[src/sv/assert_macros.svh]
`ifndef ASSERT_MACROS_SVH
`define ASSERT_MACROS_SVH

// same-cycle implication, held off during reset
`define ASSERT_IMPLY(lbl, clk, rst, ante, cons, msg) \
  lbl: assert property (@(posedge clk) disable iff (rst) (ante) |-> (cons)) else $error(msg);

// next-cycle implication, held off during reset
`define ASSERT_NEXT(lbl, clk, rst, ante, cons, msg) \
  lbl: assert property (@(posedge clk) disable iff (rst) (ante) |=> (cons)) else $error(msg);

`endif

[src/sv/dwc_pkg.sv]
package dwc_pkg;

  localparam int SAMPLE_BITS    = 16;
  localparam int COEF_BITS      = 16;
  localparam int SLOT_BITS      = 16;
  localparam int FRAC_BITS      = 8;
  localparam int ROWS           = 5;
  localparam int TAPS_PER_ROW   = 5;
  localparam int KEEP_COLS      = 4;
  localparam int FRAME_COLS     = KEEP_COLS + 1;
  localparam int NUM_COEFS      = 1 + ROWS * TAPS_PER_ROW;
  localparam int COEFS_PER_BANK = 4;
  localparam int NUM_WIDE_BANKS = 6;
  localparam int WIDE_COEFS     = NUM_WIDE_BANKS * COEFS_PER_BANK;
  localparam int BANK_BITS      = COEFS_PER_BANK * SLOT_BITS;
  localparam int TAIL_BITS      = (NUM_COEFS - WIDE_COEFS) * SLOT_BITS;
  localparam int PIX_BITS       = 32;
  localparam int PROD_BITS      = 2 * SLOT_BITS;
  localparam int LANE_BITS      = PROD_BITS + 2;
  localparam int ACC_BITS       = PROD_BITS + 4;
  localparam int CFG_IDX_W      = 3;
  localparam int SEEN_W         = 3;
  localparam int WIN_FILL       = 2;
  localparam int FIFO_DEPTH     = 8;
  localparam int FIFO_PTR_W     = $clog2(FIFO_DEPTH);
  localparam int FIFO_CNT_W     = $clog2(FIFO_DEPTH + 1);

  localparam int SAMPLE_EFF = (SAMPLE_BITS > SLOT_BITS) ? SLOT_BITS : SAMPLE_BITS;
  localparam int COEF_EFF   = (COEF_BITS > SLOT_BITS) ? SLOT_BITS : COEF_BITS;
  localparam int SAMPLE_SH  = SLOT_BITS - SAMPLE_EFF;
  localparam int COEF_SH    = SLOT_BITS - COEF_EFF;

  localparam logic [1:0] FLUSH_FIRST = 2'd0;
  localparam logic [1:0] FLUSH_MID   = 2'd1;
  localparam logic [1:0] FLUSH_LAST  = 2'd2;

  typedef logic signed [SLOT_BITS-1:0] q88_t;
  typedef logic signed [PROD_BITS-1:0] prod_t;
  typedef logic signed [LANE_BITS-1:0] lane_t;
  typedef logic signed [ACC_BITS-1:0]  acc_t;
  typedef logic signed [PIX_BITS-1:0]  pixel_t;

  typedef enum logic [CFG_IDX_W-1:0] {
    REG_COEF_BANK_0  = 3'd0,
    REG_COEF_BANK_1  = 3'd1,
    REG_COEF_BANK_2  = 3'd2,
    REG_COEF_BANK_3  = 3'd3,
    REG_COEF_BANK_4  = 3'd4,
    REG_COEF_BANK_5  = 3'd5,
    REG_COEF_BANK_6  = 3'd6,
    REG_CLAMP_BOUNDS = 3'd7
  } cfg_reg_t;

  typedef enum logic {
    ST_STREAM,
    ST_FLUSH
  } seq_state_t;

  typedef struct packed {
    logic valid;
    logic run_last;
    logic row_last;
  } tag_t;

  typedef struct packed {
    pixel_t pixel;
    logic   run_last;
    logic   row_last;
  } out_word_t;

  function automatic q88_t sext_sample(input logic [SLOT_BITS-1:0] v);
    logic [SLOT_BITS-1:0] t;
    t = v << SAMPLE_SH;
    return $signed(t) >>> SAMPLE_SH;
  endfunction

  function automatic q88_t sext_coef(input logic [SLOT_BITS-1:0] v);
    logic [SLOT_BITS-1:0] t;
    t = v << COEF_SH;
    return $signed(t) >>> COEF_SH;
  endfunction

endpackage

[src/sv/dwc_lane.sv]
module dwc_lane import dwc_pkg::*; (
  input  logic  clk,
  input  q88_t  sample [TAPS_PER_ROW],
  input  q88_t  tap    [TAPS_PER_ROW],
  output lane_t lane_sum
);

  prod_t prod [TAPS_PER_ROW];
  lane_t sum_next;

  always_ff @(posedge clk) begin
    for (int k = 0; k < TAPS_PER_ROW; k++) begin
      prod[k] <= sample[k] * tap[k];
    end
  end

  always_comb begin
    sum_next = '0;
    for (int k = 0; k < TAPS_PER_ROW; k++) begin
      sum_next = sum_next + LANE_BITS'(prod[k]);
    end
  end

  always_ff @(posedge clk) begin
    lane_sum <= sum_next;
  end

endmodule

[config.mk]
export PLATFORM = sky130hd
export DESIGN_NAME = dwc_lane
export DESIGN_NICKNAME = d
export VERILOG_FILES = /design/src/sv/assert_macros.svh /design/src/sv/dwc_pkg.sv /design/src/sv/dwc_lane.sv
export SDC_FILE = /design/constraint.sdc
export NUM_CORES = 2
export LEC_CHECK = 0
export ABC_AREA = 1
export BUFFER_PORTS_ARGS = -buffer_cell sky130_fd_sc_hd__buf_2
export CAP_MARGIN = 40
export CELL_PAD_IN_SITES_DETAIL_PLACEMENT = 0
export CELL_PAD_IN_SITES_GLOBAL_PLACEMENT = 1
export CORE_UTILIZATION = 36
export DETAILED_ROUTE_END_ITERATION = 6
export PLACE_DENSITY = 0.67
export SYNTH_ARGS = -nofsm -noshare
export SYNTH_HDL_FRONTEND = slang
export SYNTH_SLANG_ARGS = --single-unit
export TNS_END_PERCENT = 10
[constraint.sdc]
create_clock -name clk -period 6.95 [get_ports clk]
set_input_delay 0.695 -clock clk [delete_from_list [all_inputs] [get_ports clk]]
set_output_delay 0.695 -clock clk [all_outputs]
set_load 0.01 [all_outputs]
==> reports/qor.txt <==
Vias: 46798
number of synthesized register bits: 194
EDFF count, synth: 0
CP cell instances: buf_2 > nand2_1 > inv_1 > fa_1 > fa_1 > fa_1 > fa_1 > fa_1 > inv_1 > fa_1 > inv_1 > ha_1 > nand2_1 > nor2_1 > inv_1 > nor2_2 > nand4_1 > nand3_1 > xor2_1
Starting Density: 36.2%
synthesized instance count: 8008
cell mode on critical path: fa_1
layout cell share with drive strength beyond 1: 4.96%
wire length on met1: 73300 um
largest net degree at the start of global routing: 23
Final Hold Viols: 0
vias in the first global route: 51437
global-route wire length before repair: 280000 um
Seq/Total Area, Yosys: 6.26%
mean post-synth cell area: 7.75 um^2
cts bufs inserted: 17
Placer Congestion: 0.899
Chip Height: 417 um
Sequential Area: 3880 um^2
Synth Warn #: 0
CP max stage delay: 0.92 ns
Mapped Nets: 10020
data arrival time of the critical path: 6.31 ns
Final Critical Period: 5.92 ns
fill cell count: 17930
critical path startpoint category: primary input
CTS Root Cell: clkbuf_16
total global routing overflow: 0
final setup fails: 0
Peak Freq: 169 MHz
drt wl/cell: 16.6 um
chip width: 417 um
Setup TNS Final: 0 ns
Setup CP Type: in2reg
Worst-Margin Slew: 0.729 ns
RSZ-0062 raised after global routing: no
worst skew pair latency: 0.49 ns
ANT nets after route: 0
Post-CTS Hold Buffers: 0
failing checks: design-rule violations
Max-slew headroom: 51.3%
CTS tree: done
post-synthesis async set-or-reset flop share: 0%
outcome: complete, but fails checks
Hold Crit Class: reg2reg
Max H-tree Level: 4
gr usage total: 20.4%
DRT iter0 DRCs: 2410
met3 WL: 5140 um
Max Cap Viol: 0
CORE AREA: 171000 um^2
Multi-input gate area: 47900 um^2
I/O Buffers: 194
DRC: 1
CP max FO: 16
Detailed Routing Iterations Pass 1: 7
Worst Setup End Kind: flip-flop
post-CTS sizing: 0
period utilization: 85.2%
NumNets Final: 9943
post-DP HPWL: 148000 um
Cell Rows: 152
io pins: 195
die area: 174000 um^2
final slew viol count: 0
synthesized area: 62100 um^2
Post-CTS Setup Bufs: 0
uppermost layer routed: met4
Max Root-Sink Buffers: 2
WL final: 170000 um
initial antenna violation count: 8
Final Skew: 0.0199 ns
met2 WL: 88300 um
area added between synthesis and finish: 5.48%
post-synth cell types: 37
WP data required: 7.34 ns
Worst-path clk slew: 0.09 ns
Critical-path top delay cell: fa_1
vias per cell: 4.56
clock sink total: 194
Primary FF master, synth: dfxtp_1
-- cells in the final DEF (no fill, tap or decap), types with 8 or more instances in the layout --
cell type | Yosys | layout
nor2_2 | 50 | 50
ha_1 | 444 | 444
nand2_2 | 36 | 36
xor2_1 | 106 | 106
nor3_1 | 26 | 26
and2_1 | 9 | 9
nand2_1 | 2161 | 2161
a21oi_1 | 165 | 165
a21o_1 | 12 | 12
inv_2 | 22 | 22
dfxtp_1 | 194 | 194
buf_2 | 0 | 194
o21ai_0 | 71 | 71
inv_1 | 2423 | 2423
nand3_2 | 9 | 9
nand3_1 | 164 | 164
o21ai_1 | 8 | 8
o21bai_1 | 21 | 21
nand3b_1 | 14 | 14
fa_1 | 1407 | 1407
or2_2 | 20 | 20
xnor2_1 | 16 | 16
nand4_1 | 60 | 60
nor3_2 | 19 | 19
nor2_1 | 237 | 237
clkbuf_16 | 0 | 17
-- cells in the mapped netlist (4+ instances only) --
library cell,n,area [um^2]
dfxtp_1,194,3880
nand3_1,164,821
nor3_1,26,130
nor2_1,237,890
clkbuf_1,286,1070
nand3b_1,14,105
nand3_2,9,90.1
nand4_1,60,375
o21ai_1,8,40.0
o21ai_0,71,355
o21bai_1,21,158
nor2_4,5,56.3
xnor2_1,16,140
inv_2,22,82.6
and2_1,9,56.3
nor3_2,19,190
inv_1,2423,9090
fa_1,1407,28200
xor2_1,106,928
nand2_1,2161,8110
a21boi_0,5,37.5
or2_2,20,125
nand2_2,36,225
a21oi_1,165,826
a21o_1,12,90.1
buf_1,4,15.0
ha_1,444,5560
nor2_2,50,313
-- critical path, delay by kind of cell --
family	cells	cell delay, ns
simple gates	6	0.87
xor+xnor	1	0.22
buf+inv	5	0.68
fa+ha+maj	7	3.84
-- final timing paths --
path | startpoint | to | slack, ns | cells after the start
min reg2reg | prod[0][128] | lane_sum[0] | 0.47 | 1
max reg2reg | prod[0][65] | lane_sum[31] | 3.10 | 18
max | tap[17] | prod[0][119] | 1.03 | 19
min | prod[0][128] | lane_sum[0] | 0.47 | 1
-- registers in the layout (all words and copies together), names as in the netlist --
signal / count
lane_sum: 34
prod: 160
-- metal layers --
layer  track usage (%)  vias to the layer above
li1                  -                    22342
met1              26.3                    23550
met2              37.5                      766
met3              1.37                      140
met4              3.89                        0
met5                 0                        -
-- final cells by class --
type                            instances  area share [%]
Antenna cell                            2         0.00765
Clock buffer                           17           0.650
Tap cell                             2310            4.42
Sequential cell                       194            5.93
Inverter                             2446            14.0
Multi-Input combinational cell       5077            73.2
Clock inverter                         15           0.300
Timing Repair Buffer                  195            1.49
-- per-stage QoR --
step           cells  setup WS, ns  utilization [%]  hold slack, ns  cell area, um^2
2_1_floorplan   8008          1.14                -           0.432            62100
3_3_place_gp   10222         0.635             37.8           0.462            64800
4_1_cts        10254          1.06             38.2           0.474            65400
3_5_place_dp   10222         0.548             37.8           0.466            64800
6_report       10256          1.03             38.2           0.467            65500
5_1_grt        10255         0.672             38.2           0.507            65500
-- cell families (layout without fill, tap and decap cells) --
family / count (synthesis) / in the layout / synth area share, %
AO/OA/AOI/OAI: 287 / 287 / 2.49
AND/OR/NAND/NOR: 2817 / 2817 / 18.6
other: 0 / 2 / 0
flip-flops: 194 / 194 / 6.26
XOR/XNOR: 122 / 122 / 1.72
buffers and inverters: 2737 / 2673 / 16.6
adder cells (fa/ha/maj): 1851 / 1851 / 54.3
Power is not shown: default switching activity piles up to over one toggle a cycle in this logic, so the estimate is an artifact.
