$ cat config.mk
export PLATFORM = sky130hd
export DESIGN_NAME = dwc_merge
export DESIGN_NICKNAME = d
export VERILOG_FILES = /design/src/sv/assert_macros.svh /design/src/sv/dwc_pkg.sv /design/src/sv/dwc_merge.sv
export SDC_FILE = /design/constraint.sdc
export NUM_CORES = 1
export LEC_CHECK = 0
export BUFFER_PORTS_ARGS = -buffer_cell sky130_fd_sc_hd__clkbuf_2
export CAP_MARGIN = 20
export CORE_MARGIN = 2
export CORE_UTILIZATION = 48
export CTS_CLUSTER_SIZE = 20
export DETAILED_ROUTE_END_ITERATION = 10
export GPL_TIMING_DRIVEN = 0
export PLACE_DENSITY = 0.82
export SLEW_MARGIN = 10
export SYNTH_ARGS = -nofsm -noshare
export SYNTH_HDL_FRONTEND = slang
export SYNTH_SLANG_ARGS = --single-unit
$ cat constraint.sdc
create_clock -name clk -period 5.2 [get_ports clk]
set_input_delay 0.52 -clock clk [delete_from_list [all_inputs] [get_ports clk]]
set_output_delay 0.52 -clock clk [all_outputs]
set_load 0.01 [all_outputs]
$ cat src/sv/assert_macros.svh
`ifndef ASSERT_MACROS_SVH
`define ASSERT_MACROS_SVH

// same-cycle implication, held off during reset
`define ASSERT_IMPLY(lbl, clk, rst, ante, cons, msg) \
  lbl: assert property (@(posedge clk) disable iff (rst) (ante) |-> (cons)) else $error(msg);

// next-cycle implication, held off during reset
`define ASSERT_NEXT(lbl, clk, rst, ante, cons, msg) \
  lbl: assert property (@(posedge clk) disable iff (rst) (ante) |=> (cons)) else $error(msg);

`endif

$ cat src/sv/dwc_pkg.sv
package dwc_pkg;

  localparam int SAMPLE_BITS    = 16;
  localparam int COEF_BITS      = 16;
  localparam int SLOT_BITS      = 16;
  localparam int FRAC_BITS      = 8;
  localparam int ROWS           = 5;
  localparam int TAPS_PER_ROW   = 5;
  localparam int KEEP_COLS      = 4;
  localparam int FRAME_COLS     = KEEP_COLS + 1;
  localparam int NUM_COEFS      = 1 + ROWS * TAPS_PER_ROW;
  localparam int COEFS_PER_BANK = 4;
  localparam int NUM_WIDE_BANKS = 6;
  localparam int WIDE_COEFS     = NUM_WIDE_BANKS * COEFS_PER_BANK;
  localparam int BANK_BITS      = COEFS_PER_BANK * SLOT_BITS;
  localparam int TAIL_BITS      = (NUM_COEFS - WIDE_COEFS) * SLOT_BITS;
  localparam int PIX_BITS       = 32;
  localparam int PROD_BITS      = 2 * SLOT_BITS;
  localparam int LANE_BITS      = PROD_BITS + 2;
  localparam int ACC_BITS       = PROD_BITS + 4;
  localparam int CFG_IDX_W      = 3;
  localparam int SEEN_W         = 3;
  localparam int WIN_FILL       = 2;
  localparam int FIFO_DEPTH     = 8;
  localparam int FIFO_PTR_W     = $clog2(FIFO_DEPTH);
  localparam int FIFO_CNT_W     = $clog2(FIFO_DEPTH + 1);

  localparam int SAMPLE_EFF = (SAMPLE_BITS > SLOT_BITS) ? SLOT_BITS : SAMPLE_BITS;
  localparam int COEF_EFF   = (COEF_BITS > SLOT_BITS) ? SLOT_BITS : COEF_BITS;
  localparam int SAMPLE_SH  = SLOT_BITS - SAMPLE_EFF;
  localparam int COEF_SH    = SLOT_BITS - COEF_EFF;

  localparam logic [1:0] FLUSH_FIRST = 2'd0;
  localparam logic [1:0] FLUSH_MID   = 2'd1;
  localparam logic [1:0] FLUSH_LAST  = 2'd2;

  typedef logic signed [SLOT_BITS-1:0] q88_t;
  typedef logic signed [PROD_BITS-1:0] prod_t;
  typedef logic signed [LANE_BITS-1:0] lane_t;
  typedef logic signed [ACC_BITS-1:0]  acc_t;
  typedef logic signed [PIX_BITS-1:0]  pixel_t;

  typedef enum logic [CFG_IDX_W-1:0] {
    REG_COEF_BANK_0  = 3'd0,
    REG_COEF_BANK_1  = 3'd1,
    REG_COEF_BANK_2  = 3'd2,
    REG_COEF_BANK_3  = 3'd3,
    REG_COEF_BANK_4  = 3'd4,
    REG_COEF_BANK_5  = 3'd5,
    REG_COEF_BANK_6  = 3'd6,
    REG_CLAMP_BOUNDS = 3'd7
  } cfg_reg_t;

  typedef enum logic {
    ST_STREAM,
    ST_FLUSH
  } seq_state_t;

  typedef struct packed {
    logic valid;
    logic run_last;
    logic row_last;
  } tag_t;

  typedef struct packed {
    pixel_t pixel;
    logic   run_last;
    logic   row_last;
  } out_word_t;

  function automatic q88_t sext_sample(input logic [SLOT_BITS-1:0] v);
    logic [SLOT_BITS-1:0] t;
    t = v << SAMPLE_SH;
    return $signed(t) >>> SAMPLE_SH;
  endfunction

  function automatic q88_t sext_coef(input logic [SLOT_BITS-1:0] v);
    logic [SLOT_BITS-1:0] t;
    t = v << COEF_SH;
    return $signed(t) >>> COEF_SH;
  endfunction

endpackage

$ cat src/sv/dwc_merge.sv
module dwc_merge import dwc_pkg::*; (
  input  logic   clk,
  input  lane_t  lane_sum [ROWS],
  input  q88_t   bias,
  input  pixel_t clamp_lo,
  input  pixel_t clamp_hi,
  output pixel_t pixel
);

  acc_t acc;
  acc_t acc_next;
  acc_t lo_x;
  acc_t hi_x;
  acc_t clamped;

  always_comb begin
    acc_next = ACC_BITS'(bias) <<< FRAC_BITS;
    for (int r = 0; r < ROWS; r++) begin
      acc_next = acc_next + ACC_BITS'(lane_sum[r]);
    end
  end

  always_ff @(posedge clk) begin
    acc <= acc_next;
  end

  // raise to min first, then lower to max: max wins on crossed bounds
  always_comb begin
    lo_x    = ACC_BITS'(clamp_lo);
    hi_x    = ACC_BITS'(clamp_hi);
    clamped = acc;
    if (clamped < lo_x) begin
      clamped = lo_x;
    end
    if (clamped > hi_x) begin
      clamped = hi_x;
    end
    pixel = clamped[PIX_BITS-1:0];
  end

endmodule

==> results of run 1 <==
==> what timing repair did <==
action,in CTS,in global routing
gates cloned,4,0
endpoints found under the setup margin,32,33
buffers inserted,22,11
resized for setup,84,132
pin swaps,40,46
hold endpoints to repair,0,0
==> layer usage <==
metal	part of all wire, %	vias up	track usage, %
li1	-	3386	-
met1	39	3489	27.8
met2	53	240	44.3
met3	3.8	62	1.91
met4	3.7	0	8.97
met5	0	-	0
==> layout by cell type, fill, tap and decap left out, types with 5 or more instances in the layout <==
master,n
clkbuf_2,244
inv_1,163
fa_1,129
ha_1,77
mux2_4,58
a21o_1,44
buf_6,37
ha_4,34
dfxtp_1,31
a21oi_1,30
xnor2_1,22
nor2_1,21
buf_4,21
nand4_1,14
o21ai_0,12
nand2_1,12
a21oi_2,11
inv_2,11
nand2b_1,10
nand3_1,10
xor2_1,10
buf_12,9
o21a_1,7
nor2b_1,7
buf_8,7
o21ai_1,6
a211oi_1,5
clkbuf_16,5
==> layout make-up <==
class / count / area [µm²] / area share [%]
buffer: 7 / 119 / 1.04
tap: 225 / 282 / 2.46
sequential: 36 / 729 / 6.36
inverter: 175 / 659 / 5.75
multi-input combinational: 599 / 7530 / 65.6
clock buffer: 5 / 125 / 1.09
clock inverter: 3 / 23.8 / 0.207
timing repair buffer: 315 / 2000 / 17.5
==> through the flow <==
stage	setup TNS (ns)	worst slack, ns	power [µW]
final	-8.37	-0.302	8730
after floorplan	0	0.0953	4940
after global placement	-29.67	-0.987	6290
after detailed placement	-31.76	-1.05	6420
after CTS	-7.69	-0.298	8060
after global routing	-12.92	-0.437	9410
==> report_power, final <==
part	switching (µW)	internal (µW)	total (µW)
combinational	3670	4160	7830
clock	123	178	301
sequential	131	477	608
total	3920	4810	8730
==> logic make-up after synthesis <==
family | after synthesis | share of synthesized area [%]
xor gates and xnor gates | 32 | 3.37
AOI/OAI and AO/OA | 158 | 13.8
DFF | 36 | 8.67
and+or+nand+nor | 102 | 6.64
buffers and inverters | 182 | 8.62
adders and majority gates | 242 | 48.1
muxes | 65 | 10.8
==> path summary, 6_finish.rpt <==
path              slack, ns  depth (start not counted)         to     startpoint
setup / recovery      -0.30                         22  pixel[15]    clamp_lo[7]
hold / removal         0.57                          3     acc[0]  lane_sum[136]
==> impl_metrics.env, run 1 <==
export IMPL_status="complete, but fails checks"
export IMPL_violations="setup timing"
export IMPL_place_port_buffers=282
export IMPL_syn_area_um2=8310
export IMPL_synth_ff_type="dfxtp_1"
export IMPL_worstMarginPinSlew_ns=0.553
export IMPL_cts_sinks=36
export IMPL_ios=283
export IMPL_synthArstFlopShare_pct=0
export IMPL_final_core_util_pct=67.0
export IMPL_cp_slowest_stage_delay_ns=0.39
export IMPL_synth_top_area_cell="fa_1"
export IMPL_syn_avg_cell_area_um2=10.2
export IMPL_final_antenna_net_count=0
export IMPL_critPathBufInv=7
export IMPL_crit_top_cell="buf_12"
export IMPL_ys_top_cells_by_count="inv_1, fa_1, ha_1, mux2_4, a21o_1"
export IMPL_cap_violations=0
export IMPL_final_nets=1632
export IMPL_fin_ws_ns=-0.302
export IMPL_cts_root_buf="clkbuf_16"
export IMPL_synth_cell_types=59
export IMPL_hold_ws_ns=0.566
export IMPL_max_freq_mhz=182
export IMPL_cp_start_kind="primary input"
export IMPL_crit_type="in -> out"
export IMPL_worstPathArrival_ns=4.98
export IMPL_cts_tree="yes"
export IMPL_synth_cells=817
export IMPL_start_util_pct=48.6
export IMPL_drv_slew=0
export IMPL_antenna_found_initial=0
export IMPL_synth_edff_count=0
export IMPL_nFillCells=1242
export IMPL_die_x_um=136
export IMPL_final_layout_size_suffix_gt1_share_pct=43.2
export IMPL_grt_ovfl_total=0
export IMPL_clk_pin_slew_worst_paths_ns=0.06
export IMPL_grtUsageTotal_pct=23.6
export IMPL_viasPerCell=5.26
export IMPL_crit_chain="buf_2 > inv_2 > ha_4 > nand4_1 > o31ai_2 > a31oi_1 > o211a_1 > a31oi_4 > buf_12 > buf_12 > mux2_4 > ha_4 > nand4_1 > nor4_4 > o2111ai_2 > o2111ai_2 > nor2_2 > a31oi_4 > buf_12 > buf_8 > mux2_4 > buf_6"
export IMPL_drt_iter0_drc=246
export IMPL_synth_warnings=0
export IMPL_wirelength_mm=23.4
export IMPL_slew_headroom_pct=62.2
export IMPL_p_leak_uw=0.00599
export IMPL_cts_made_buffers=5
export IMPL_hp_class="in -> reg"
export IMPL_rsz0062_at_grt="true"
export IMPL_cts_htree_levels=2
export IMPL_fp_coreArea_um2=17100
export IMPL_avgRoutedWirePerCell_um=17.1
export IMPL_slowest_stage="nor4_4"
export IMPL_cp_required_ns=4.68
export IMPL_drt_first_pass_iters=4
export IMPL_cts_hold_buf=0
export IMPL_finalNonFillerCells=1365
export IMPL_synth_seq_cells=36
export IMPL_drc=0
export IMPL_via_count=7177
export IMPL_die_h_um=136
export IMPL_placed_area_um2=10000
export IMPL_irDropWorstVdd_mv=0.923
export IMPL_worst_path_dominant_cell_family="compound AO/OA/AOI/OAI gates"
export IMPL_finalHoldViolations=0
export IMPL_fin_crit_sh_pct=106
export IMPL_synth_top_area_share_pct=31.1
export IMPL_grt_pass1_vias=7561
export IMPL_top_register="acc"
export IMPL_syn2layout_area_growth_pct=37.9
export IMPL_p_per_area_nw_per_um2=762
export IMPL_yosysSeqAreaShare_pct=8.67
export IMPL_reg_top3="acc x36"
export IMPL_largest_register_ffs=36
export IMPL_cts_path_max_buffers=2
export IMPL_gp_congestion=0.892
export IMPL_dp_cells=1324
export IMPL_grt_max_degree=14
export IMPL_min_period_ns=5.50
export IMPL_yosysMostFrequentCell="inv_1"
export IMPL_num_antenna_cells=0
export IMPL_setup_viol=32
export IMPL_rows=48
export IMPL_syn_nets=1310
export IMPL_dp_hpwl_mm=18.1
export IMPL_die_area_um2=18400
export IMPL_stdcell_area_um2=11500
export IMPL_synth_area_top_cells="fa_1, ha_1, dfxtp_1"
export IMPL_path_max_fanout=7
export IMPL_grt_pass1_wl_mm=34.4
export IMPL_end_kind="output port"
No activity file was read; power rests on OpenSTA's default activity.
==> inputs of run 2 (changes only) <==
Settings changed: CORE_MARGIN 2 to 1, PLACE_DENSITY 0.82 to 0.83.
==> impl_metrics.env, run 2 (synthesis gave the netlist of run 1 again) <==
export IMPL_drt_first_pass_iters=4
export IMPL_die_area_um2=17900
export IMPL_cp_required_ns=4.68
export IMPL_cp_start_kind="primary input"
export IMPL_hold_depth=3
export IMPL_cts_tree="yes"
export IMPL_grt_pass1_vias=7613
export IMPL_seqCellArea_um2=722
export IMPL_crit_top_cell="a21o_1"
export IMPL_drt_iter0_drc=282
export IMPL_die_x_um=134
export IMPL_drv_slew=0
export IMPL_grt_pass1_wl_mm=35.2
export IMPL_final_layout_size_suffix_gt1_share_pct=39.0
export IMPL_hold_start="lane_sum[136]"
export IMPL_fin_crit_sh_pct=108
export IMPL_whs_endpoint="acc[0]"
export IMPL_critPathBufInv=8
export IMPL_grt_max_degree=13
export IMPL_cts_root_buf="clkbuf_16"
export IMPL_crit_type="in -> out"
export IMPL_cts_hold_buf=0
export IMPL_ios=283
export IMPL_p_per_area_nw_per_um2=775
export IMPL_placed_area_um2=10000
export IMPL_combPwrFrac_pct=88.3
export IMPL_multi_input_area_um2=7210
export IMPL_reg_top3="acc x36"
export IMPL_via_count=7147
export IMPL_avgRoutedWirePerCell_um=16.6
export IMPL_pwr_share_seq_pct=6.7
export IMPL_fin_ws_ns=-0.393
export IMPL_worstMarginPinSlew_ns=0.539
export IMPL_final_cell_mix="clkbuf_2, inv_1, fa_1, ha_1, mux2_4"
export IMPL_path_max_fanout=5
export IMPL_p_switching_uw=3780
export IMPL_antenna_found_initial=0
export IMPL_cts_sinks=36
export IMPL_hold_ws_ns=0.591
export IMPL_layout_commonest_cell="clkbuf_2"
export IMPL_place_port_buffers=282
export IMPL_setup_viol=32
export IMPL_grt_ovfl_total=0
export IMPL_min_period_ns=5.59
export IMPL_largest_register_ffs=36
export IMPL_cp_slowest_stage_delay_ns=0.32
export IMPL_hp_class="in -> reg"
export IMPL_slowest_stage="mux2_4"
export IMPL_grtUsageTotal_pct=24.8
export IMPL_cap_violations=0
export IMPL_clkPwrFrac_pct=5.1
export IMPL_internal_power_uw=4840
export IMPL_gp_congestion=0.942
export IMPL_p_leak_uw=0.00598
export IMPL_max_freq_mhz=179
export IMPL_status="complete, but fails checks"
export IMPL_num_antenna_cells=0
export IMPL_top_register="acc"
export IMPL_cts_path_max_buffers=2
export IMPL_slew_headroom_pct=63.1
export IMPL_finalHoldViolations=0
export IMPL_switching_share_pct=43.8
export IMPL_fp_coreArea_um2=16800
export IMPL_finalNonFillerCells=1355
export IMPL_irDropWorstVdd_mv=0.854
export IMPL_cts_htree_levels=2
export IMPL_worstPathArrival_ns=5.07
export IMPL_dp_cells=1319
export IMPL_cts_made_buffers=5
export IMPL_drc=0
export IMPL_syn2layout_area_growth_pct=33.8
export IMPL_wirelength_mm=22.6
export IMPL_nFillCells=1232
export IMPL_viasPerCell=5.27
export IMPL_crit_path_start="clamp_lo[5]"
export IMPL_final_antenna_net_count=0
export IMPL_stdcell_area_um2=11100
export IMPL_die_h_um=134
export IMPL_end_kind="output port"
export IMPL_start_util_pct=49.6
export IMPL_worst_path_dominant_cell_family="compound AO/OA/AOI/OAI gates"
export IMPL_dp_hpwl_mm=18.3
export IMPL_rsz0062_at_grt="true"
export IMPL_rows=47
export IMPL_clk_pin_slew_worst_paths_ns=0.06
export IMPL_final_nets=1627
export IMPL_violations="setup timing"
## run 2: timing repair
| action | in CTS | in global routing |
|---|---|---|
| setup buffers | 21 | 3 |
| endpoints found under the setup margin | 32 | 33 |
| pin swaps | 32 | 14 |
| cloned | 5 | 0 |
| gates resized for setup | 75 | 52 |
## run 2: power groups by stage
stage | combinational [µW] | sequential [µW] | clock, µW
after floorplan | 4410 | 531 | 0
final | 7610 | 576 | 436
after detailed placement | 5860 | 565 | 0
after CTS | 7200 | 566 | 436
after global placement | 5700 | 558 | 0
after global routing | 8200 | 592 | 455
## run 2: routing by layer
layer | global-route usage, % | up-vias | part of all wire [%]
met4 | 7.95 | 0 | 3.4
met3 | 2.21 | 65 | 4.2
met2 | 46.7 | 271 | 53
met1 | 29.5 | 3427 | 39
li1 | - | 3384 | -
met5 | 0 | - | 0
## run 2: cell type report
cell class | instances | area share [%]
buffer | 7 | 1.07
clock buffer | 5 | 1.12
clock inverter | 3 | 0.810
inverter | 175 | 5.93
multi-input combinational | 599 | 64.8
sequential | 36 | 6.49
tap | 220 | 2.47
timing repair buffer | 310 | 17.3
## run 2: stage by stage
step / setup TNS (ns) / setup WS [ns] / power [µW] / util, %
final: -10.14 / -0.393 / 8620 / 66.4
after floorplan: 0 / 0.0953 / 4940 / -
after detailed placement: -26.35 / -0.886 / 6420 / 59.7
after global routing: -15.45 / -0.550 / 9240 / 66.4
after CTS: -5.68 / -0.256 / 8200 / 65.4
after global placement: -26.23 / -0.881 / 6260 / 59.7
## run 2: worst max path at each step
| stage | endpoint | slack (ns) | cells after the start |
|---|---|---|---|
| 3_3_place_gp | pixel[26] | -0.88 | 24 |
| 3_5_place_dp | pixel[26] | -0.89 | 23 |
| 6_report | pixel[29] | -0.39 | 27 |
| 5_1_grt | pixel[25] | -0.55 | 27 |
| 4_1_cts | pixel[11] | -0.26 | 26 |
| 2_1_floorplan | pixel[16] | 0.1 | 21 |
