<file path="config.mk">
export PLATFORM = sky130hd
export DESIGN_NAME = dwc_fifo_flat
export DESIGN_NICKNAME = d
export VERILOG_FILES = /design/src/sv/dwc_pkg.sv /design/src/sv/dwc_out_if.sv /design/src/sv/dwc_fifo.sv /design/src/flat_wrapper.sv
export VERILOG_INCLUDE_DIRS = /design/src /design/src/sv
export SDC_FILE = /design/constraint.sdc
export NUM_CORES = 1
export LEC_CHECK = 0
export ABC_AREA = 1
export ABC_CLOCK_PERIOD_IN_PS = 3600
export BUFFER_PORTS_ARGS = -buffer_cell sky130_fd_sc_hd__buf_2
export CORE_MARGIN = 8
export CORE_UTILIZATION = 40
export CTS_CLUSTER_DIAMETER = 50
export CTS_CLUSTER_SIZE = 10
export DETAILED_ROUTE_END_ITERATION = 8
export PLACE_DENSITY = 0.64
export SYNTH_ARGS = -nofsm -noshare
export SYNTH_HDL_FRONTEND = slang
export SYNTH_SLANG_ARGS = --single-unit
</file>
<file path="constraint.sdc">
create_clock -name clk -period 3.6 [get_ports clk]
set_input_delay 0.54 -clock clk [delete_from_list [all_inputs] [get_ports clk]]
set_output_delay 0.54 -clock clk [all_outputs]
set_load 0.05 [all_outputs]
</file>
<file path="src/sv/assert_macros.svh">
`ifndef ASSERT_MACROS_SVH
`define ASSERT_MACROS_SVH

// same-cycle implication, held off during reset
`define ASSERT_IMPLY(lbl, clk, rst, ante, cons, msg) \
  lbl: assert property (@(posedge clk) disable iff (rst) (ante) |-> (cons)) else $error(msg);

// next-cycle implication, held off during reset
`define ASSERT_NEXT(lbl, clk, rst, ante, cons, msg) \
  lbl: assert property (@(posedge clk) disable iff (rst) (ante) |=> (cons)) else $error(msg);

`endif

</file>
<file path="src/sv/dwc_pkg.sv">
package dwc_pkg;

  localparam int SAMPLE_BITS    = 16;
  localparam int COEF_BITS      = 16;
  localparam int SLOT_BITS      = 16;
  localparam int FRAC_BITS      = 8;
  localparam int ROWS           = 5;
  localparam int TAPS_PER_ROW   = 5;
  localparam int KEEP_COLS      = 4;
  localparam int FRAME_COLS     = KEEP_COLS + 1;
  localparam int NUM_COEFS      = 1 + ROWS * TAPS_PER_ROW;
  localparam int COEFS_PER_BANK = 4;
  localparam int NUM_WIDE_BANKS = 6;
  localparam int WIDE_COEFS     = NUM_WIDE_BANKS * COEFS_PER_BANK;
  localparam int BANK_BITS      = COEFS_PER_BANK * SLOT_BITS;
  localparam int TAIL_BITS      = (NUM_COEFS - WIDE_COEFS) * SLOT_BITS;
  localparam int PIX_BITS       = 32;
  localparam int PROD_BITS      = 2 * SLOT_BITS;
  localparam int LANE_BITS      = PROD_BITS + 2;
  localparam int ACC_BITS       = PROD_BITS + 4;
  localparam int CFG_IDX_W      = 3;
  localparam int SEEN_W         = 3;
  localparam int WIN_FILL       = 2;
  localparam int FIFO_DEPTH     = 8;
  localparam int FIFO_PTR_W     = $clog2(FIFO_DEPTH);
  localparam int FIFO_CNT_W     = $clog2(FIFO_DEPTH + 1);

  localparam int SAMPLE_EFF = (SAMPLE_BITS > SLOT_BITS) ? SLOT_BITS : SAMPLE_BITS;
  localparam int COEF_EFF   = (COEF_BITS > SLOT_BITS) ? SLOT_BITS : COEF_BITS;
  localparam int SAMPLE_SH  = SLOT_BITS - SAMPLE_EFF;
  localparam int COEF_SH    = SLOT_BITS - COEF_EFF;

  localparam logic [1:0] FLUSH_FIRST = 2'd0;
  localparam logic [1:0] FLUSH_MID   = 2'd1;
  localparam logic [1:0] FLUSH_LAST  = 2'd2;

  typedef logic signed [SLOT_BITS-1:0] q88_t;
  typedef logic signed [PROD_BITS-1:0] prod_t;
  typedef logic signed [LANE_BITS-1:0] lane_t;
  typedef logic signed [ACC_BITS-1:0]  acc_t;
  typedef logic signed [PIX_BITS-1:0]  pixel_t;

  typedef enum logic [CFG_IDX_W-1:0] {
    REG_COEF_BANK_0  = 3'd0,
    REG_COEF_BANK_1  = 3'd1,
    REG_COEF_BANK_2  = 3'd2,
    REG_COEF_BANK_3  = 3'd3,
    REG_COEF_BANK_4  = 3'd4,
    REG_COEF_BANK_5  = 3'd5,
    REG_COEF_BANK_6  = 3'd6,
    REG_CLAMP_BOUNDS = 3'd7
  } cfg_reg_t;

  typedef enum logic {
    ST_STREAM,
    ST_FLUSH
  } seq_state_t;

  typedef struct packed {
    logic valid;
    logic run_last;
    logic row_last;
  } tag_t;

  typedef struct packed {
    pixel_t pixel;
    logic   run_last;
    logic   row_last;
  } out_word_t;

  function automatic q88_t sext_sample(input logic [SLOT_BITS-1:0] v);
    logic [SLOT_BITS-1:0] t;
    t = v << SAMPLE_SH;
    return $signed(t) >>> SAMPLE_SH;
  endfunction

  function automatic q88_t sext_coef(input logic [SLOT_BITS-1:0] v);
    logic [SLOT_BITS-1:0] t;
    t = v << COEF_SH;
    return $signed(t) >>> COEF_SH;
  endfunction

endpackage

</file>
<file path="src/sv/dwc_out_if.sv">
interface dwc_out_if import dwc_pkg::*; ();
  logic   valid;
  logic   ready;
  pixel_t pixel_out;
  logic   run_last;
  logic   row_last;

  modport source (output valid, output pixel_out, output run_last, output row_last,
                  input ready);
  modport sink   (input valid, input pixel_out, input run_last, input row_last,
                  output ready);
endinterface

</file>
<file path="src/sv/dwc_fifo.sv">
`include "assert_macros.svh"

module dwc_fifo import dwc_pkg::*; (
  input  logic             clk,
  input  logic             rst,
  input  logic             push,
  input  out_word_t        word,
  dwc_out_if.source        src
);

  out_word_t               mem [FIFO_DEPTH];
  logic [FIFO_PTR_W-1:0]   wr_ptr;
  logic [FIFO_PTR_W-1:0]   rd_ptr;
  logic [FIFO_CNT_W-1:0]   count;
  logic                    pop;

  assign pop       = src.valid && src.ready;
  assign src.valid = (count != '0);
  assign src.pixel_out = mem[rd_ptr].pixel;
  assign src.run_last  = mem[rd_ptr].run_last;
  assign src.row_last  = mem[rd_ptr].row_last;

  always_ff @(posedge clk) begin
    if (push) begin
      mem[wr_ptr] <= word;
    end
  end

  always_ff @(posedge clk) begin
    if (rst) begin
      wr_ptr <= '0;
      rd_ptr <= '0;
      count  <= '0;
    end else begin
      if (push) begin
        wr_ptr <= wr_ptr + 1'b1;
      end
      if (pop) begin
        rd_ptr <= rd_ptr + 1'b1;
      end
      count <= count + FIFO_CNT_W'(push) - FIFO_CNT_W'(pop);
    end
  end

  `ASSERT_IMPLY(a_fifo_no_overflow, clk, rst, push && !pop, count < FIFO_CNT_W'(FIFO_DEPTH), "dwc_fifo: word pushed into full queue")

endmodule

</file>
<file path="src/flat_wrapper.sv">
// flat-port wrapper written by rule: the top's interface ports become plain ports
module dwc_fifo_flat import dwc_pkg::*;
  (clk, rst, push, word, src_valid, src_pixel_out, src_run_last, src_row_last, src_ready);
  dwc_out_if src_i ();
  input  logic clk;
  input  logic rst;
  input  logic push;
  input  out_word_t word;
  output wire logic [$bits(src_i.valid)-1:0] src_valid;
  output wire logic [$bits(src_i.pixel_out)-1:0] src_pixel_out;
  output wire logic [$bits(src_i.run_last)-1:0] src_run_last;
  output wire logic [$bits(src_i.row_last)-1:0] src_row_last;
  input wire logic [$bits(src_i.ready)-1:0] src_ready;
  assign src_valid = src_i.valid;
  assign src_pixel_out = src_i.pixel_out;
  assign src_run_last = src_i.run_last;
  assign src_row_last = src_i.row_last;
  assign src_i.ready = src_ready;
  dwc_fifo u_core (.clk(clk), .rst(rst), .push(push), .word(word), .src(src_i));
endmodule
</file>
==> results of run 1 <==
## final cells by class
| type | instances | area [um2] | share of cell area (%) |
|---|---|---|---|
| well taps | 396 | 495 | 3.47 |
| flip-flops and latches | 285 | 8430 | 59.0 |
| diodes | 2 | 5.00 | 0.0350 |
| clock inverters | 6 | 55.1 | 0.385 |
| multi-input cells | 637 | 2720 | 19.0 |
| clock buffers | 40 | 895 | 6.26 |
| inverters | 290 | 1090 | 7.64 |
| repair buffers | 91 | 591 | 4.13 |
## layer usage
metal / vias to the layer above / wire length, um / global-route usage, %
met1: 3751 / 11800 / 18.3
li1: 4065 / - / -
met4: 6 / 692 / 5.14
met2: 184 / 13000 / 25.3
met3: 54 / 1600 / 3.70
met5: - / 29 / 0
## kinds of logic after synthesis
group	synth area share [%]
buffers and inverters	10.8
DFF	67.8
and+or+nand+nor	20.1
adders and majority gates	0.765
AOI/OAI and AO/OA	0.483
## cells in the mapped netlist
library cell	n
fa_1	1
a21oi_1	8
nand3_1	142
buf_2	22
inv_1	287
buf_6	1
clkbuf_1	21
or2_2	2
edfxtp_1	272
nand2_1	456
o21ai_0	4
clkinv_1	1
dfxtp_1	13
inv_2	2
nor2_1	18
buf_4	7
ha_1	6
## metrics by stage
stage          hold slack [ps]  instance area, um2  setup WS (ps)  std cells  power (uW)
6_report                   252               14300            771       1747        9350
5_1_grt                    241               14300            645       1746        9820
4_1_cts                    233               14300            739       1745        9450
2_1_floorplan              463               12400            828       1263        5780
3_3_place_gp               479               13300           1310       1699        6430
3_5_place_dp               488               13300           1270       1699        6450
## flip-flops by register name (all words and copies together) (netlist names), named ones only
register and cells:
u_core.count 4, u_core.wr_ptr 3, u_core.mem 272, u_core.rd_ptr 3
## worst min path at each step
stage                     slack (ps)                     startpoint                             to
final                            250                            rst     u_core.count[0]$_SDFF_PP0_
after floorplan                  460  u_core.wr_ptr[0]$_SDFFE_PP0P_  u_core.wr_ptr[0]$_SDFFE_PP0P_
after CTS                        230                            rst     u_core.count[0]$_SDFF_PP0_
after global placement           480  u_core.rd_ptr[2]$_SDFFE_PP0P_  u_core.rd_ptr[2]$_SDFFE_PP0P_
after detailed placement         490  u_core.wr_ptr[0]$_SDFFE_PP0P_  u_core.wr_ptr[0]$_SDFFE_PP0P_
after global routing             240                            rst     u_core.count[1]$_SDFF_PP0_
## power breakdown
group	internal, uW	switching [uW]
clock	1750	1240
combinational	642	1910
sequential	3750	64.2
total	6140	3210
==> flow_summary.toml, run 1 <==
[detailed_routing]
num_vias = 8060
ant_nets = 0
via_per_inst = 4.61
drc_errors = 0
drtIter0Drc = 556
avgRoutedWirePerCell_um = 15.6
routed_wl_um = 27200
dr.pass1.iters = 5

[synth]
yosysSeqAreaShare_pct = 67.8
yosysUniqueCellTypes = 17
synth_area_um2 = 12400
ys.warnings.count = 0
synth_area_per_cell_um2 = 9.84
synth_top_area_share_pct = 65.7
synth.area.top_cells = "edfxtp_1, nand2_1, inv_1, nand3_1, dfxtp_1"
ys_ff_latch = 285
yosysTopAreaCell = "edfxtp_1"
synthCells = 1263
postSynthNetCount = 1308

[worst_setup_path]
worst-path-buf-inv = 2
cp.depth = 6
end_kind = "output port"
cp.required_ps = 3060
cp_common_cell = "nand2_1"
crit_slowest_cell = "dfxtp_2"
cp-start-kind = "register"
crit_path_max_incr_delay_ps = 610
r2r_cells = 10
cpLargestDelayFamily = "buffers and inverters"
path_max_fanout = 27
rr_startpoint = "u_core.count[2]$_SDFF_PP0_"
worstSetupPathType = "reg2out"
crit_chain = "buf_4 -> nand3_1 -> nand2_1 -> nand2_1 -> nand2_1 -> buf_2"
r2r-end = "u_core.count[2]$_SDFF_PP0_"
cp-endpoint = "src_pixel_out[7]"
reg2reg_slack_ps = 1480
worstPathArrival_ps = 2290

[cts]
tritoncts = "done"
clk_pin_slew_worst_paths_ps = 50
htree_levels = 2
post_cts_buffers = 0
cts_buffers = 35
cts_resized = 0
holdBufCountCts = 0
cts-root-buf = "clkbuf_16"
insertion_delay_ps = 510
clock_path_buffers = 3
clock_sinks = 285

[sta]
tns_ps = 0
max_freq_mhz = 353
clock_skew_ps = 18.0
worst_pin_slew_ps = 781
slew_viol_final = 0
grt_setup_unrepaired = "no"
period_needed_ps = 2830
setup_viol = 0
maxSlewHeadroom_pct = 47.8
hold_viol = 0
post-route-period-util_pct = 78.6

[job]
cap_viol_max_count = 0

[floorplanning]
dieHeight_um = 192
dieArea_um2 = 37000
rows = 64
core_um2 = 30600
die_x_um = 192
initial_utilization_pct = 40.6
pin_count = 73

[place]
dp_hpwl_um = 15100
finalWeightedCongestion = 0.756
numPortBuffers = 72

[min_path]
hold_class = "in2reg"
min_path_cells = 2

[global_routing]
antenna_found_initial = 5
grt_start_max_net_pins = 137
track_usage_pct = 14.9
grt_overflow_total = 0
first_global_vias = 7923
grt_pass1_wl_um = 43000

[final_layout]
syn_to_final_growth_pct = 14.9
layout_common_cells = "nand2_1, inv_1, edfxtp_1"
layout_commonest_cell = "nand2_1"
fillerInstances = 2831
fin_nets = 1385
drive_above_1_share_pct = 10.8
final_util_pct = 46.7

[outcome]
status = "complete, no violations"

[power]
ir_drop_v = 0.000314
power_density_nw_per_um2 = 655
leakagePower_uw = 0.00654
Note: power is estimated with default switching activity, not from simulation.
==> run 2: changes to the inputs <==
--- a/config.mk
+++ b/config.mk
@@ -7,7 +7,7 @@
 export NUM_CORES = 1
 export LEC_CHECK = 0
 export ABC_AREA = 1
-export ABC_CLOCK_PERIOD_IN_PS = 3600
+export ABC_CLOCK_PERIOD_IN_PS = 2800
 export BUFFER_PORTS_ARGS = -buffer_cell sky130_fd_sc_hd__buf_2
 export CORE_MARGIN = 8
 export CORE_UTILIZATION = 40
==> constraint.sdc (replaced) <==
create_clock -name clk -period 2.8 [get_ports clk]
set_input_delay 0.42 -clock clk [delete_from_list [all_inputs] [get_ports clk]]
set_output_delay 0.42 -clock clk [all_outputs]
set_load 0.05 [all_outputs]
==> flow_summary.toml, run 2 (synthesis results as in run 1) <==
[sta]
hold_viol = 0
clock_skew_ps = 21.5
worst_pin_slew_ps = 644
maxSlewHeadroom_pct = 56.8
grt_setup_unrepaired = "no"
whs_ps = 133
period_needed_ps = 2580
setup_ws_ps = 221
tns_ps = 0
max_freq_mhz = 388
setup_viol = 0
post-route-period-util_pct = 92.1
slew_viol_final = 0

[worst_setup_path]
worstPathArrival_ps = 2160
reg2reg_slack_ps = 680
crit_slowest_cell = "clkinv_1"
cp-start-kind = "register"
worstSetupPathType = "reg2out"
crit_chain = "clkinv_1 -> buf_12 -> nand2_1 -> nand2_1 -> buf_2"
end_kind = "output port"
crit_path_max_incr_delay_ps = 510
cp.required_ps = 2380
cp_common_cell = "nand2_1"
path_max_fanout = 21

[final_layout]
syn_to_final_growth_pct = 16.4
regMostFlops = "u_core.mem"
largest_register_ffs = 272
largestRegisters = "u_core.mem x272, u_core.count x4"
layout_commonest_cell = "nand2_1"
drive_above_1_share_pct = 11.2
layout_common_cells = "nand2_1, inv_1, edfxtp_1"
fin_nets = 1389

[global_routing]
grt_overflow_total = 0
track_usage_pct = 14.9
antenna_found_initial = 4
grt_start_max_net_pins = 137
grt_pass1_wl_um = 43100
first_global_vias = 8049

[place]
numPortBuffers = 72
post-place-ws_ps = 623
finalWeightedCongestion = 0.746
dp_hpwl_um = 15000

[cts]
cts_buffers = 37
tritoncts = "done"
clock_path_buffers = 3
cts-root-buf = "clkbuf_16"
clk_pin_slew_worst_paths_ps = 60
holdBufCountCts = 0
post_cts_buffers = 0
clock_sinks = 285
insertion_delay_ps = 510
htree_levels = 2

[detailed_routing]
drtIter0Drc = 497
ant_nets = 0
avgRoutedWirePerCell_um = 15.5
dr.pass1.iters = 5
routed_wl_um = 27200
drc_errors = 0
via_per_inst = 4.58
num_vias = 8060

[power]
cellInternalPower_uw = 8260
leakagePower_uw = 0.00662
p_clk_share_pct = 34.2
p_seq_share_pct = 39.1
comb_power_share_pct = 26.7
finalPower_uw = 12400
power_density_nw_per_um2 = 860
swShare_pct = 33.6
ir_drop_v = 0.000478
switchingPower_uw = 4180

[floorplanning]
core_um2 = 30600
die_x_um = 192
rows = 64
pin_count = 73
dieHeight_um = 192
initial_utilization_pct = 40.6
dieArea_um2 = 37000

[outcome]
status = "complete, no violations"

[min_path]
hold_class = "in2reg"

[job]
cap_viol_max_count = 0
==> run 2: cell count changes in the layout (fill, tap and decap cells not counted), sizes merged <==
cell,previous run,this run
buf,91,93
bufinv,0,2
clkbuf,40,49
clkinv,7,4
inv,289,292
==> run 2: timing repair <==
item | in CTS | in global routing
endpoints found under the hold margin | 0 | 0
endpoints found under the setup margin | 0 | 3
resized for setup | 0 | 3
==> run 2: path summary, 6_finish.rpt <==
| kind | startpoint | endpoint | cells past startpoint |
|---|---|---|---|
| worst max register to register | u_core.count[2]$_SDFF_PP0_ | u_core.count[2]$_SDFF_PP0_ | 10 |
| worst min register to register | u_core.wr_ptr[0]$_SDFFE_PP0P_ | u_core.wr_ptr[0]$_SDFFE_PP0P_ | 2 |
| worst max-delay path | register | src_pixel_out[19] | 5 |
| worst min-delay path | rst | u_core.wr_ptr[0]$_SDFFE_PP0P_ | 2 |
==> run 2: per-stage QoR <==
step | cell area (um2) | utilization (%) | cells
after floorplan | 12400 | - | 1263
after global placement | 13400 | 43.7 | 1701
after detailed placement | 13400 | 43.7 | 1701
after CTS | 14400 | 47.2 | 1758
after global routing | 14500 | 47.3 | 1758
final | 14500 | 47.3 | 1760
==> run 2: critical path: cells and delay by family, from the launching register on <==
family / cells / cell delay [ps]
buffers and inverters: 3 / 1150
flip-flops: 1 / 320
AND/OR/NAND/NOR: 2 / 180
==> run 2: routing by layer <==
metal / GRT usage, % / vias to the layer above / routed length [um]
met5: 0 / - / 35
met4: 4.00 / 6 / 554
met3: 3.47 / 48 / 1480
met2: 25.9 / 171 / 13300
met1: 18.3 / 3753 / 11900
li1: - / 4082 / -
==> run 2: cell type report <==
type	instances	area, um2
fill	2771	16100
sequential	285	8430
multi-input combinational	637	2720
inverter	290	1090
clock buffer	49	971
timing repair buffer	93	638
tap	396	495
clock inverter	8	108
antenna	2	5.00
==> run 2: power groups by stage <==
| stage | Sequential [uW] | Combinational (uW) | Clock, uW |
|---|---|---|---|
| global placement | 4940 | 3320 | 0 |
| floorplan | 4940 | 2500 | 0 |
| detailed placement | 4950 | 3350 | 0 |
| CTS | 4860 | 3370 | 4350 |
| global route | 4870 | 3680 | 4510 |
| finish | 4860 | 3320 | 4260 |
